`src/rtl/crs_pkg.sv`:
```
// Shared types and constants for the Catmull-Rom segment evaluator.
`timescale 1ns / 1ps
`default_nettype none
package crs_pkg;

    // Cycles from the accepting edge to the edge that takes the result.
    localparam int unsigned PIPE_LATENCY = 9;

    // Opcodes.
    localparam logic OP_POSITION = 1'b0;
    localparam logic OP_TANGENT  = 1'b1;

    // Control that travels with each transaction down the pipeline.
    typedef struct packed {
        logic valid;
        logic op;
    } t_ctl;

endpackage
`default_nettype wire

```
`src/rtl/crs_step.sv`:
```
// One Horner step: multiply by t, round to nearest (ties up), add.
`timescale 1ns / 1ps
`default_nettype none
module crs_step #(
    parameter int unsigned FRAC_BITS = 16,
    parameter int unsigned ACC_WIDTH = 40
) (
    input  wire                          i_clk,
    input  wire                          i_rst_n,
    input  crs_pkg::t_ctl                i_ctl,
    input  wire        [FRAC_BITS:0]     i_t,
    input  wire signed [ACC_WIDTH-1:0]   i_x,
    input  wire signed [ACC_WIDTH-1:0]   i_add,
    output crs_pkg::t_ctl                o_ctl,
    output logic signed [ACC_WIDTH-1:0]  o_sum
);
    import crs_pkg::*;

    localparam int unsigned PROD_WIDTH = ACC_WIDTH + FRAC_BITS + 2;
    localparam logic signed [PROD_WIDTH-1:0] HALF =
        PROD_WIDTH'(1) << (FRAC_BITS - 1);

    t_ctl                         r_ctl_a, r_ctl_b;
    logic signed [PROD_WIDTH-1:0] r_prod;
    logic signed [ACC_WIDTH-1:0]  r_add, r_sum;
    logic signed [PROD_WIDTH-1:0] n_prod, n_round;
    logic signed [FRAC_BITS+1:0]  w_t;

    always_comb begin
        w_t     = $signed({1'b0, i_t});
        n_prod  = PROD_WIDTH'(i_x) * PROD_WIDTH'(w_t);
        n_round = r_prod + HALF;
    end

    always_ff @(posedge i_clk) begin
        if (!i_rst_n) begin
            r_ctl_a <= '0;
            r_ctl_b <= '0;
        end else begin
            r_ctl_a <= i_ctl;
            r_ctl_b <= r_ctl_a;
        end
    end

    always_ff @(posedge i_clk) begin
        r_prod <= n_prod;
        r_add  <= i_add;
        r_sum  <= r_add + n_round[FRAC_BITS +: ACC_WIDTH];
    end

    assign o_ctl = r_ctl_b;
    assign o_sum = r_sum;
endmodule
`default_nettype wire

```
`config.mk`:
```
export PLATFORM = sky130hd
export DESIGN_NAME = crs_step
export DESIGN_NICKNAME = d
export VERILOG_FILES = /design/src/rtl/crs_pkg.sv /design/src/rtl/crs_step.sv
export SDC_FILE = /design/constraint.sdc
export NUM_CORES = 2
export LEC_CHECK = 0
export CAP_MARGIN = 15
export CORE_AREA = 4 4 338 174
export DETAILED_ROUTE_END_ITERATION = 10
export DIE_AREA = 0 0 342 178
export DONT_BUFFER_PORTS = 1
export PLACE_DENSITY = 0.7
export SLEW_MARGIN = 10
export SYNTH_ARGS = -nofsm -noshare
export SYNTH_HDL_FRONTEND = slang
export SYNTH_SLANG_ARGS = --single-unit
```
`constraint.sdc`:
```
create_clock -name i_clk -period 7.52 [get_ports i_clk]
set_clock_uncertainty 0.1 [all_clocks]
set_input_delay 0.376 -clock i_clk [delete_from_list [all_inputs] [get_ports i_clk]]
set_output_delay 0.376 -clock i_clk [all_outputs]
set_load 0.02 [all_outputs]
```
# Word level (Yosys, flattened, before mapping)
# Index checks and enable logic that the tools add are counted.
# Widths: inputs -> output; s select.
[totals]
wordCells = 10
rom_bits = 0
ramBits = 0
latch_bits = 0
inputBits = 101
memories = 0
ff_bits = 140
[classes]
n_eq_ne = 0
multipliers = 1
n_reduce_logical = 0
div = 0
n_addsub = 2
n_lt_le_gt_ge = 0
n_mux = 0
shifts = 0
bitwise_logic = 0
[op_table]
columns = ["op", "count"]
rows = [
  ["$add 56x17->56 const B", 1],
  ["$mul 40x18->56", 1],
  ["$add 40x40->40", 1],
]

# Logic depth before layout (Yosys ltp)
[logic_depth]
word_depth = 2
ltp_mapped = 25
mapped_depth_nobuf = 23

# Worst setup path before layout
# OpenSTA, ideal clock, no wires.
[synth_timing]
path_kind = "input to register"
startpoint = "input port i_x[10]"
endpoint = "register r_prod[54]"
setup_time_ns = 0.072
path_buffers = 1
setup_slack_ns = 1.361
stages = 22
t_required_ns = 7.348
t_arrival_ns = 5.987
cell_sequence = "clkbuf_1 > and2_1 > fa_1 > inv_1 > fa_1 > fa_1 > fa_1 > inv_1 > fa_1 > inv_1 > fa_1 > inv_1 > ha_1 > o21a_1 > o211ai_1 > o2111ai_1 > o21bai_1 > a31o_1 > a221o_1 > a211o_1 > a21oi_2 > xnor2_1"
[synth_via]
elab_chain_len = 1
[synth_lines]
columns = ["item", "line", "text"]
rows = [
  ["start: declaration", "crs_step.sv:12", "input wire signed [ACC_WIDTH-1:0] i_x,"],
  ["$mul 40x18->56", "crs_step.sv:31", "n_prod = PROD_WIDTH'(i_x) * PROD_WIDTH'(w_t);"],
  ["via n_prod[54]", "crs_step.sv:26", "logic signed [PROD_WIDTH-1:0] n_prod, n_round;"],
  ["end signal: assignment", "crs_step.sv:46", "r_prod <= n_prod;"],
  ["end: declaration", "crs_step.sv:24", "logic signed [PROD_WIDTH-1:0] r_prod;"],
]
# The timed path passes the listed nets, and every way through them passes these cells.
# A chain may end at the register's enable or synchronous reset.

# Final worst setup path
[layout_timing]
startpoint = "input port i_t[3]"
endpoint = "register r_prod[51]"
[layout_via]
elab_chain_len = 1
[layout_lines]
columns = ["item", "line", "text"]
rows = [
  ["start: declaration", "crs_step.sv:11", "input wire [FRAC_BITS:0] i_t,"],
  ["$mul 40x18->56", "crs_step.sv:31", ""],
  ["via n_prod[51]", "crs_step.sv:26", ""],
]
# The timed path passes the listed nets, and every way through them passes these cells.

==> summary.md <==
| Metric | Value |
|---|---|
| EDFF count, synth | 0 |
| Total number of vias | 20,198 |
| Relative slew margins | a little over two fifths |
| Final TNS setup | 0 ns |
| Final #Nets | 3,913 |
| CP Cell Sequence | and2_1 -> fa_1 -> inv_1 -> fa_1 -> fa_1 -> fa_1 -> inv_1 -> fa_1 -> inv_1 -> fa_1 -> inv_1 -> ha_1 -> a211o_1 -> a21oi_1 -> nand2_1 -> o21ai_0 -> nand3_1 -> a211oi_1 -> o211ai_1 -> a31oi_1 -> xnor2_1 |
| Status | finished, final reports clean |
| Final Setup Violations | 0 |
| Tot GR Track Use | 25.2% |
| Clock tree from TritonCTS | yes |
| I/O pins | 143 |
| Clock sinks | between 100 and 150 |
| H-tree levels | 4 |
| Most used cells in the layout excluding fill and tap cells | inv_1 (716), fa_1 (628), nand2_1 (465) |
| CP Capture Type | flop |
| DP Area | 28,100 um^2 |
| Cts repair resizes | 0 |
| Violation count after the first detailed-route iteration | 1,462 |
| Largest stage delay on the critical path | 0.65 ns |
| Longest Clk Path Bufs | 2 |
| Synthesized flop and latch total | 125 |
| Drt first pass iters | 7 |
| Ys Warns | 0 |
| Ys flop type | dfxtp_1 |
| Routed wire length per instance | 19.5 um |
| Avg Vias per Cell | 5.33 |
| Fmax | 0.156 GHz |
| Die height | 178 um |
| Layout fillers | 4,991 |
| Most common cell after layout, fill and taps aside | inv_1 |
| Minimum clock period | 6.42 ns |
| Met2 Track Usage GR | 40.7% |
| Slowest cell on crit path | a211oi_1 |
| GRT busiest layer | met2 |
| Initial Utilization | 49.9% |
| DP HPWL | 57,600 um |
| Initial antenna violation count | 1 |
| Chip width | 342 um |
| Residual DRC | 0 |
| Worst hold path type | reg2reg |
| Setup ws final | roughly 1.1 ns |
| CP Data Arrival Time | roughly 6.7 ns |
| Asr flop ratio synth | 0% |
| Avg Inst Size Synth | 8.99 um^2 |
| Place WS | 0.759 ns |
| Crit Path Class | in2reg |
| Max_cap viols | 0 |
| Clock transition at the registers of the reported paths | about 0.06 ns |
| DRT Wirelength | 73,700 um |
| Setup bufs post-CTS | 0 |
| Met1 usage | 33.4% |
| Yosys cell types | 62 |
| Measured slew at the worst slew-check pin | 0.840 ns |
| Cts bufs inserted | 17 |
| Vias in the first global route | 21,892 |
| Fraction of layout cells with a size suffix above 1 | 1.52% |
| Remaining Overflow, GRT | 0 |
| Clock latency on the worst-skew pair | 0.42 ns |
| Core area | 55,300 um^2 |
| Worst Setup Start Kind | primary input |
| Pins Over Slew Limit | 0 |
| Most frequent cell on the critical path | fa_1 |
| Row cnt | ~60 |
| Post-Syn Nets | just under 4,000 |
| Cells after synthesis | 3,070 |
| GR Util met3 | 7.67% |
| Synth Cell Area | 27,600 um^2 |
| Period Utilization, post-route | a little under nine tenths |
| Worst Path Max Fanout | 40 |
| Design area | 29,200 um^2 |
| Global-route wire length before repair | 119,000 um |
| Root Buffer | clkbuf_16 |
| RSZ-0062 raised after global routing | no |
| Seq/Total Area, Yosys | 9.07% |
| Area Overhead vs Synth | 5.63% |
| GP Congestion | 0.956 |
| Routed Antenna Nets | 0 |
| Port bufs | 0 |
| Largest net degree at the start of global routing | 42 |
| Die area | 60,900 um^2 |
| Worst Path Required | ~7.8 ns |
| Hold Fails Final Rpt | 0 |
## cells in the mapped netlist, types with 4 or more instances
master    instances  area share, %
inv_1           716            9.7
fa_1            628             46
nand2_1         465            6.3
and2_1          289            6.6
ha_1            166            7.5
dfxtp_1         125            9.1
clkbuf_1        114            1.6
xnor2_1          78            2.5
a21oi_1          77            1.4
nor2_1           69           0.94
xor2_1           43            1.4
o21ai_0          40           0.73
a21o_1           29           0.79
nand3_1          29           0.53
nand4_1          24           0.54
o21bai_1         20           0.54
nor3_1           17           0.31
a211oi_1         14           0.38
and3_1           12           0.27
a31oi_1          11           0.25
o21a_1           10           0.27
nand2b_1          9           0.20
nor2b_1           9           0.20
or3_1             8           0.18
o211ai_1          6           0.16
a211o_1           4           0.13
a21boi_0          4           0.11
nand3b_1          4           0.11
## state kept, by name (all words and copies together), names as in the netlist
signal   count
r_ctl_a      2
o_sum       40
r_prod      41
o_ctl        2
r_add       40
## metrics by stage
| step | util (%) | cells | hold WS (ns) |
|---|---|---|---|
| after global placement | 50.8 | 3712 | 0.304 |
| after CTS | 52.7 | 3787 | 0.344 |
| after global routing | 52.7 | 3788 | 0.370 |
| final | 52.7 | 3790 | 0.344 |
| after floorplan | - | 3070 | 0.304 |
| after detailed placement | 50.8 | 3712 | 0.304 |
## cells by family (layout without fill, tap and decap cells)
| group | Yosys count | count (layout) | synth area share, % |
|---|---|---|---|
| DFF | 125 | 125 | 9.07 |
| AOI/OAI and AO/OA | 249 | 249 | 5.92 |
| buffers and inverters | 832 | 793 | 11.3 |
| adders and majority gates | 794 | 794 | 53.1 |
| other | 0 | 3 | 0 |
| and+or+nand+nor | 948 | 948 | 16.7 |
| xor gates and xnor gates | 122 | 122 | 3.90 |
## routing by layer
layer	wire [um]	part of all wire, %
met3	7690	10
met2	33300	45
met4	1740	2.4
met5	92	0.12
met1	30900	42
## area by class of cell
class,count,area [um^2],area share [%]
clock buffers,18,429,1.47
well taps,756,946,3.24
diodes,3,7.51,0.0257
inverters,716,2690,9.22
multi-input cells,2113,22000,75.4
clock inverters,14,160,0.549
flip-flops and latches,125,2500,8.58
repair buffers,45,445,1.53
## worst max-delay path, delay by kind of cell
family                   cells  cell delay, ns
XOR/XNOR                     1            0.13
adder cells (fa/ha/maj)      7            3.24
AND/OR/NAND/NOR              3            0.45
AO/OA/AOI/OAI                6            2.28
buffers and inverters        4            0.20
## worst paths after layout
kind	start	endpoint	slack [ns]	cells past startpoint
worst max-delay path	i_t[3]	r_prod[51]$_DFF_P_	1.10	21
worst min-delay path	r_ctl_a[1]$_SDFF_PN0_	o_ctl[1]$_SDFF_PN0_	0.34	1
worst max register to register	r_prod[17]$_DFF_P_	o_sum[39]$_DFF_P_	3.03	17
worst min register to register	r_ctl_a[1]$_SDFF_PN0_	o_ctl[1]$_SDFF_PN0_	0.34	1
## repair_timing
item,4_1_cts,5_1_grt
hold buffers,43,0
setup endpoints to repair,0,0
endpoints found under the hold margin,44,0
Power is left out: the tool's default activity adds up to more than one toggle a clock period on the data nets, which glitch-free logic cannot reach.
