### src/rtl/crs_pkg.sv
// Shared types and constants for the Catmull-Rom segment evaluator.
`timescale 1ns / 1ps
`default_nettype none
package crs_pkg;

    // Cycles from the accepting edge to the edge that takes the result.
    localparam int unsigned PIPE_LATENCY = 9;

    // Opcodes.
    localparam logic OP_POSITION = 1'b0;
    localparam logic OP_TANGENT  = 1'b1;

    // Control that travels with each transaction down the pipeline.
    typedef struct packed {
        logic valid;
        logic op;
    } t_ctl;

endpackage
`default_nettype wire

### src/rtl/crs_coef.sv
// Two stages: t clamp and basis coefficients, then Horner operand select.
`timescale 1ns / 1ps
`default_nettype none
module crs_coef #(
    parameter int unsigned COORD_WIDTH = 32,
    parameter int unsigned FRAC_BITS   = 16,
    parameter int unsigned ACC_WIDTH   = COORD_WIDTH + 8
) (
    input  wire                                 i_clk,
    input  wire                                 i_rst_n,
    input  crs_pkg::t_ctl                       i_ctl,
    input  wire signed [COORD_WIDTH-1:0]        i_p0,
    input  wire signed [COORD_WIDTH-1:0]        i_p1,
    input  wire signed [COORD_WIDTH-1:0]        i_p2,
    input  wire signed [COORD_WIDTH-1:0]        i_p3,
    input  wire signed [FRAC_BITS+1:0]          i_t,
    output crs_pkg::t_ctl                       o_ctl,
    output logic        [FRAC_BITS:0]           o_t,
    output logic signed [ACC_WIDTH-1:0]         o_x,
    output logic signed [ACC_WIDTH-1:0]         o_add,
    output logic signed [ACC_WIDTH-1:0]         o_a1,
    output logic signed [ACC_WIDTH-1:0]         o_a0
);
    import crs_pkg::*;

    localparam logic [FRAC_BITS:0] T_ONE = (FRAC_BITS+1)'(1) << FRAC_BITS;

    logic signed [ACC_WIDTH-1:0] w_p0, w_p1, w_p2, w_p3;
    logic signed [ACC_WIDTH-1:0] n_a0, n_a1, n_a2, n_a3;
    logic        [FRAC_BITS:0]   n_t;

    t_ctl                        r_ctl1, r_ctl2;
    logic        [FRAC_BITS:0]   r_t1, r_t2;
    logic signed [ACC_WIDTH-1:0] r_a0_1, r_a1_1, r_a2_1, r_a3_1;
    logic signed [ACC_WIDTH-1:0] r_x, r_add, r_a1_2, r_a0_2;
    logic signed [ACC_WIDTH-1:0] n_x, n_add;

    always_comb begin
        w_p0 = ACC_WIDTH'(i_p0);
        w_p1 = ACC_WIDTH'(i_p1);
        w_p2 = ACC_WIDTH'(i_p2);
        w_p3 = ACC_WIDTH'(i_p3);
        n_a0 = w_p1 <<< 1;
        n_a1 = w_p2 - w_p0;
        n_a2 = (w_p0 <<< 1) - (w_p1 <<< 2) - w_p1 + (w_p2 <<< 2) - w_p3;
        n_a3 = (w_p1 <<< 1) + w_p1 - (w_p2 <<< 1) - w_p2 + w_p3 - w_p0;
        if (i_t[FRAC_BITS+1]) begin
            n_t = '0;
        end else if (i_t[FRAC_BITS:0] > T_ONE) begin
            n_t = T_ONE;
        end else begin
            n_t = i_t[FRAC_BITS:0];
        end
    end

    // Tangent uses 3*a3 and 2*a2 as the leading Horner terms.
    always_comb begin
        if (r_ctl1.op == OP_TANGENT) begin
            n_x   = (r_a3_1 <<< 1) + r_a3_1;
            n_add = r_a2_1 <<< 1;
        end else begin
            n_x   = r_a3_1;
            n_add = r_a2_1;
        end
    end

    always_ff @(posedge i_clk) begin
        if (!i_rst_n) begin
            r_ctl1 <= '0;
            r_ctl2 <= '0;
        end else begin
            r_ctl1 <= i_ctl;
            r_ctl2 <= r_ctl1;
        end
    end

    always_ff @(posedge i_clk) begin
        r_t1   <= n_t;
        r_a0_1 <= n_a0;
        r_a1_1 <= n_a1;
        r_a2_1 <= n_a2;
        r_a3_1 <= n_a3;
        r_t2   <= r_t1;
        r_x    <= n_x;
        r_add  <= n_add;
        r_a1_2 <= r_a1_1;
        r_a0_2 <= r_a0_1;
    end

    assign o_ctl = r_ctl2;
    assign o_t   = r_t2;
    assign o_x   = r_x;
    assign o_add = r_add;
    assign o_a1  = r_a1_2;
    assign o_a0  = r_a0_2;
endmodule
`default_nettype wire

### config.mk
export PLATFORM = sky130hd
export DESIGN_NAME = crs_coef
export DESIGN_NICKNAME = d
export VERILOG_FILES = /design/src/rtl/crs_pkg.sv /design/src/rtl/crs_coef.sv
export SDC_FILE = /design/constraint.sdc
export NUM_CORES = 1
export LEC_CHECK = 0
export ABC_AREA = 1
export CELL_PAD_IN_SITES_DETAIL_PLACEMENT = 1
export CELL_PAD_IN_SITES_GLOBAL_PLACEMENT = 1
export CORE_MARGIN = 3
export CORE_UTILIZATION = 40
export CTS_BUF_LIST = sky130_fd_sc_hd__clkbuf_8
export CTS_CLUSTER_SIZE = 30
export DETAILED_ROUTE_END_ITERATION = 7
export DONT_BUFFER_PORTS = 1
export PLACE_DENSITY_LB_ADDON = 0.1
export SYNTH_ARGS = -nofsm -noshare
export SYNTH_HDL_FRONTEND = slang
export SYNTH_SLANG_ARGS = --single-unit
### constraint.sdc
create_clock -name i_clk -period 4.3 [get_ports i_clk]
set_input_delay 0.43 -clock i_clk [delete_from_list [all_inputs] [get_ports i_clk]]
set_output_delay 0.43 -clock i_clk [all_outputs]
set_load 0.1 [all_outputs]
After elaboration in Yosys (flattened, before gate mapping):

Cells that the tools add are included.

* add/subtract/negate cells: 11
* magnitude comparators: 1
* muxes and demuxes: 3
* reduce and logical (&&, ||, !) cells: 1

Operator list (number)
* $sub 37x32->38: 2
* $sub 35x32->36: 2
* $add 39x38->40: 1
* $mux 40: 1
* $mux 38: 1
* $add 36x32->37: 1
* $add 36x34->37: 1
* $sub 33x34->35: 1
* $sub 34x33->35: 1
* $add 33x32->34: 1
* $sub 32x32->33: 1
* $gt 17x17->1 const B: 1
* $mux 17: 1
* $reduce_or 2->1: 1

* bits in registers: 323
* output and inout port bits: 179
* logic and storage cells: 32

Depth between registers and ports, before layout:

Gate-level depths: netlist (run 1).

* depth in word-level cells: 5
* mapped depth: 20
* depth with buffers taken out: 20

Least setup slack after synthesis (run 1):

Ideal clock, no wire load.

* path type: input to register
* start: input i_p1[20]
* end: register r_a3_1[30]
* setup time: 0.112 ns
* arrival: 3.407 ns
* data required time: 4.188 ns
* path slack: 0.780 ns
* stages: 16
* cells stage by stage: inv_1 > fa_1 > inv_1 > fa_1 > inv_1 > fa_1 > inv_1 > ha_1 > a21oi_1 > o21ai_0 > a21oi_1 > nor2_1 > nor3_1 > nand2_1 > nand2_1 > nand2_1

* word-level cells in the longest chain between the ends: 5

RTL lines
* start, declared: line crs_coef.sv:13 `input wire signed [COORD_WIDTH-1:0] i_p1,`
* $add 33x32->34: line crs_coef.sv:46 `n_a3 = (w_p1 <<< 1) + w_p1 - (w_p2 <<< 1) - w_p2 + w_p3 - w_p0;`
* $sub 34x33->35: line crs_coef.sv:46
* $sub 35x32->36: line crs_coef.sv:46
* $add 36x32->37: line crs_coef.sv:46
* $sub 37x32->38: line crs_coef.sv:46
* net n_a3[30]: line crs_coef.sv:29 `logic signed [ACC_WIDTH-1:0] n_a0, n_a1, n_a2, n_a3;`
* end signal, assigned: line crs_coef.sv:82 `r_a3_1 <= n_a3;`
* end, declared: line crs_coef.sv:34 `logic signed [ACC_WIDTH-1:0] r_a0_1, r_a1_1, r_a2_1, r_a3_1;`

The timed path passes the listed nets, and every way through them passes these cells.
A chain may end at the register's enable or synchronous reset.

Worst setup path in the final report (run 1):

* start: input i_p3[0]
* end: register r_a3_1[33]

* word-level cells in the longest chain between the ends: 2

RTL lines
* start, declared: line crs_coef.sv:15 `input wire signed [COORD_WIDTH-1:0] i_p3,`
* $add 36x32->37: line crs_coef.sv:46
* $sub 37x32->38: line crs_coef.sv:46
* net n_a3[33]: line crs_coef.sv:29

The timed path passes the listed nets, and every way through them passes these cells.

==> flow_summary.yaml, run 1 <==
placement:
  gp_congestion: 0.910
  portBuffers: 0
  hpwl_um: 65600
  placed_cell_area_um2: 23600
cts:
  cts_setup_buffers: 0
  cts_hold_buf: 60
  cts.reportedPaths.clkPinSlew_ns: 0.06
  htreeDepth: 2
  clk_path_buf_depth: 3
  clock-sinks: 323
  root_buffer: "clkbuf_8"
  cts_made_buffers: 57
  post_cts_resized: 0
  cts_tree: "done"
  clock_latency_ns: 0.68
critical_path:
  crit_fanout: 4
  crit_chain: "dlygate4sd3_1 -> inv_1 -> fa_1 -> inv_1 -> fa_1 -> inv_1 -> fa_1 -> inv_1 -> ha_1 -> fa_1 -> nand3_1 -> nand2_1 -> nand2_1 -> o211ai_2 -> nand2_1 -> nand2_1 -> nand3_1 -> nand3_1 -> nand2_1"
  slowest_delay_ns: 0.54
  crit_path_frequent_cell: "nand2_1"
  crit_slowest_cell: "dlygate4sd3_1"
  cp.required_ns: 4.85
  crit_arrival_ns: 4.20
  start_kind: "input pin"
  endpoint_kind: "register"
  crit_type: "input pin to register"
pwr:
  switching_share_pct: 57.4
  seqPwrFrac_pct: 34.1
  power_frac_clock_pct: 13.8
  power_leakage_nw: 13.1
  p_int_mw: 9.91
  power_density_nw_per_um2: 913
  power_switching_mw: 13.3
  ir_drop_uv: 498
  pwr-share-comb_pct: 52.1
  p_total_mw: 23.3
routing:
  detail_route.wl_per_cell_um: 20.3
  vias: 18800
  viasPerCell: 4.94
  routed_wl_um: 77200
  firstDrtPassIters: 5
  ant_nets: 0
  post-route-drc-count: 0
  drtIter0Drc: 603
global_routing:
  grt_antenna_before_repair: 3
  grt_pass1_vias: 21300
  grt_max_degree: 80
  overflow: 0
  grt_pass1_wl_um: 120000
  grt_use_total_pct: 26.1
sta:
  hold_viol: 0
  fin_crit_sh_pct: 84.8
  rsz0062_at_grt: "false"
  worstMarginPinSlew_ns: 1.03
  setup-violations-final: 0
  fin_setup_tns_ns: 0
  final.min_clock_period_ns: 3.64
  relSlewSlack_pct: 31.4
  fmax_mhz: 274
  slew_violations: 0
  skew_ns: 0.0198
synthesis:
  synthMostInstantiatedCell: "inv_1"
  synth_edf_count: 0
  synth_common_cells: "inv_1 (654), nand2_1 (637), dfxtp_1 (323)"
  synth_area_um2: 22700
  syn-num-nets: 3433
  synth_cell_types: 38
  syn_avg_cell_area_um2: 7.81
  netlist.area_leader.share_pct: 28.5
  synth.area.top_cells: "dfxtp_1 (28%), fa_1 (20%), inv_1 (11%)"
  ys.warnings.count: 0
  synth_seq_area_share_pct: 28.5
  ys_seq_elements: 323
  async_reset_ff_share_pct: 0
  yosys.area.top_type: "dfxtp_1"
  synth_ff_type: "dfxtp_1"
  syn_inst: 2905
floorplanning:
  pin_count: 329
  die_h_um: 244
  rows: 86
  coreArea_um2: 55600
  start_util_pct: 40.8
  die-area_um2: 59600
  die_w_um: 244
cells_and_area:
  finalNetCount: 3532
  area_delta_synth_final_pct: 12.2
  drive_gt1_share_pct: 4.79
  nFillCells: 6865
  stdcell_area_um2: 25500
flow_run:
  maxCapViolCount: 0
run_status:
  outcome: "completed"
min_path:
  holdCritPathClass: "input pin to register"
==> cell type report <==
class	instances	area [um2]	area share [%]
multi-input cells	1895	13600	53.3
flip-flops and latches	323	6480	25.4
inverters	654	2450	9.64
well taps	748	936	3.67
clock buffers	65	895	3.51
repair buffers	73	738	2.90
clock inverters	37	380	1.49
diodes	3	7.51	0.0295
==> worst max-delay path, delay by kind of cell <==
family,cells,cell delay [ns]
adder cells (fa/ha/maj),5,1.92
AO/OA/AOI/OAI,1,0.11
buffers and inverters,5,0.82
AND/OR/NAND/NOR,8,0.90
==> routing by layer <==
layer / vias up / global-route usage (%) / wire length [um]
met2: 340 / 47.1 / 38600
met5: - / 0 / 0
met3: 127 / 4.89 / 3070
met1: 9197 / 31.5 / 33100
li1: 9088 / - / -
met4: 0 / 7.97 / 2410
==> through the flow <==
step / setup slack, ns / hold WS [ns] / instances / utilization [%]
floorplan: 0.780 / 0.310 / 2905 / -
global placement: 0.131 / 0.310 / 3633 / 42.4
detailed placement: 0.138 / 0.313 / 3633 / 42.4
CTS: 0.676 / 0.00476 / 3795 / 45.8
global route: 0.426 / 0.0289 / 3796 / 45.8
finish: 0.655 / 0.0751 / 3798 / 45.8
==> cells by family after synthesis <==
kind of cell    synth area share (%)
fa+ha+maj                       28.4
flops                           28.5
buf+inv                         11.7
other cells                   0.0165
xor+xnor                        3.09
simple gates                    19.2
compound gates                  9.13
==> final timing paths <==
path | start | to | slack (ns) | depth (start not counted)
max reg2reg | r_a3_1[1] | o_x[33] | 1.94 | 15
max | i_p3[0] | r_a3_1[33] | 0.66 | 19
min | i_p2[13] | r_a1_1[13] | 0.08 | 2
min reg2reg | r_a0_1[6] | o_a0[6] | 0.31 | 0
==> registers in the layout (all words and copies together), names as in the netlist <==
signal,cells
o_x,40
o_add,39
r_a2_1,38
r_a3_1,38
o_a1,33
r_a1_1,33
o_a0,32
r_a0_1,32
o_t,17
r_t1,17
o_ctl,2
r_ctl1,2
==> power groups by stage <==
stage	clock network (mW)	logic (mW)	registers [mW]
2_1_floorplan	0	8.44	7.63
3_3_place_gp	0	11.9	7.98
3_5_place_dp	0	12.1	8.00
4_1_cts	3.31	12.2	7.95
5_1_grt	3.44	13.7	8.02
6_report	3.21	12.1	7.93
==> cell usage in the layout, fill, tap and decap left out, drive strengths merged, types with 13 or more instances in the layout <==
master	synthesis	routed
nand2	649	649
dfxtp	323	323
inv	654	670
a21o	15	15
nand3	123	123
clkbuf	15	65
xnor2	33	33
a21oi	167	167
xor2	47	47
nor2	228	228
nand4	16	16
buf	18	13
fa	229	229
nor3	29	29
o21ai	146	146
dlygate4sd3	0	60
ha	149	149
o21bai	15	15
(Power assumes the default switching activity.)
==> run 2: changes to the inputs <==
==> constraint.sdc (replaced) <==
create_clock -name i_clk -period 3.3 [get_ports i_clk]
set_input_delay 0.33 -clock i_clk [delete_from_list [all_inputs] [get_ports i_clk]]
set_output_delay 0.33 -clock i_clk [all_outputs]
set_load 0.1 [all_outputs]
==> run 2 against run 1 <==
  * Sequential power increased by 30%
  * Total power is 45% higher
  * Sequential share of layout area is 2.4 points lower
  * Hold slack lost 0.0042 ns
  * Global-route usage is 1.3 points higher
  * Die area did not move
  * Cell count rose by 7.7%
  * Combinational power rose by 59%
  * Clock-buffer cell count up 5
==> flow_summary.yaml, run 2 (same netlist as run 1, synthesis figures left out) <==
pwr:
  ir_drop_uv: 632
  pwr-share-comb_pct: 56.8
  power_leakage_nw: 14.6
  p_total_mw: 33.7
  power_density_nw_per_um2: 1200
  power_frac_clock_pct: 12.7
  p_int_mw: 15.4
  switching_share_pct: 54.4
  power_switching_mw: 18.3
  seqPwrFrac_pct: 30.5
critical_path:
  slowest_delay_ns: 0.55
  start_kind: "input pin"
  rr_startpoint: "r_a3_1[1]"
  crit_chain: "clkinvlp_4 -> fa_1 -> fa_1 -> inv_1 -> fa_1 -> inv_1 -> ha_1 -> a21oi_2 -> buf_4 -> o21ai_0 -> buf_4 -> a21o_1 -> a21oi_1 -> nand2_1 -> nand2_1 -> nand2_1"
  crit_type: "input pin to register"
  endpoint_kind: "register"
  ff2ff_path_depth: 15
  crit_arrival_ns: 3.73
  crit_slowest_cell: "fa_1"
  crit_fanout: 3
  cp.required_ns: 3.83
  reg2reg_setup_slack_ns: 0.91
  r2r_end: "o_x[33]"
routing:
  vias: 19900
  detail_route.wl_per_cell_um: 19.9
  viasPerCell: 4.87
  firstDrtPassIters: 4
  ant_nets: 0
  routed_wl_um: 81400
  post-route-drc-count: 0
  drtIter0Drc: 688
global_routing:
  grt_use_total_pct: 27.4
  grt_pass1_vias: 22600
  overflow: 0
  grt_pass1_wl_um: 127000
  grt_antenna_before_repair: 1
  grt_max_degree: 68
cts:
  cts_made_buffers: 57
  htreeDepth: 2
  clk_path_buf_depth: 3
  cts.reportedPaths.clkPinSlew_ns: 0.06
  clock_latency_ns: 0.69
  cts_tree: "done"
  cts_setup_buffers: 0
  clock-sinks: 323
  root_buffer: "clkbuf_8"
cells_and_area:
  largest_reg_flops: 40
  finalNetCount: 3822
  layout_common_cells: "inv_1 (662), nand2_1 (628), dfxtp_1 (319)"
  post-route-util_pct: 50.5
  layout_commonest_cell: "inv_1"
  drive_gt1_share_pct: 14.8
  area_delta_synth_final_pct: 23.9
sta:
  relSlewSlack_pct: 28.6
  fmax_mhz: 313
  setup-violations-final: 0
  hold_viol: 0
  final.min_clock_period_ns: 3.20
  fin_setup_tns_ns: 0
  finalWorstSetupSlack_ns: 0.101
  worstMarginPinSlew_ns: 1.08
  fin_crit_sh_pct: 97.0
  slew_violations: 0
  skew_ns: 0.0441
placement:
  hpwl_um: 67600
  portBuffers: 0
  gp_congestion: 0.922
  pre_cts_ws_ns: -0.727
floorplanning:
  coreArea_um2: 55600
  pin_count: 329
  die_h_um: 244
  start_util_pct: 40.8
  die_w_um: 244
  rows: 86
  die-area_um2: 59600
min_path:
  min-delay-start: "i_p2[20]"
  min_to: "r_a1_1[20]"
  worstHoldPathCells: 2
  holdCritPathClass: "input pin to register"
flow_run:
  maxCapViolCount: 0
run_status:
  outcome: "completed"
[run 2: how the worst max path moves through the flow]
stage	from	end	cells after the start
finish	i_p1[16]	r_a2_1[33]	16
global route	i_p1[16]	r_a2_1[32]	15
CTS	i_p0[1]	r_a2_1[28]	16
detailed placement	i_p1[9]	r_a2_1[28]	16
global placement	i_p1[17]	r_a2_1[36]	15
floorplan	i_p1[18]	r_a3_1[30]	16
[run 2: through the flow]
step | std cells | area [um2] | hold slack [ns]
finish | 4091 | 28100 | 0.0709
global route | 4091 | 28100 | 0.0293
CTS | 4090 | 27900 | 0.0137
detailed placement | 3907 | 25800 | 0.313
global placement | 3907 | 25800 | 0.310
floorplan | 2905 | 22900 | 0.310
[run 2: repair_timing]
item,in CTS,in global routing
hold buffers,76,0
cloned,0,0
hold endpoints to repair,76,0
pin swaps,0,2
gates resized for setup,3,56
setup endpoints to repair,4,28
[run 2: power groups by stage]
stage	logic, mW	registers (mW)	clock network [mW]
3_3_place_gp	18.3	10.3	0
2_1_floorplan	11.3	9.94	0
6_report	19.2	10.3	4.29
4_1_cts	18.9	10.3	4.38
3_5_place_dp	18.6	10.4	0
5_1_grt	21.4	10.4	4.60
[run 2: layer usage]
metal | up-vias | routed length, um | track usage (%)
met4 | 0 | 2380 | 8.21
li1 | 9663 | - | -
met3 | 129 | 3270 | 4.65
met1 | 9772 | 34800 | 33.1
met2 | 360 | 41000 | 49.9
met5 | - | 0 | 0
[run 2: area by class of cell]
type	instances	area, um2
fill	6831	27500
multi-input combinational	1895	13900
sequential	323	6480
timing repair buffer	363	2980
inverter	654	2470
clock buffer	70	963
tap	748	936
clock inverter	37	364
antenna	1	2.50
[run 2: worst max-delay path: cells and delay by family]
| family | cells | cell delay (ns) |
|---|---|---|
| adder cells (fa/ha/maj) | 4 | 1.83 |
| AO/OA/AOI/OAI | 4 | 0.74 |
| buffers and inverters | 5 | 0.60 |
| AND/OR/NAND/NOR | 3 | 0.23 |
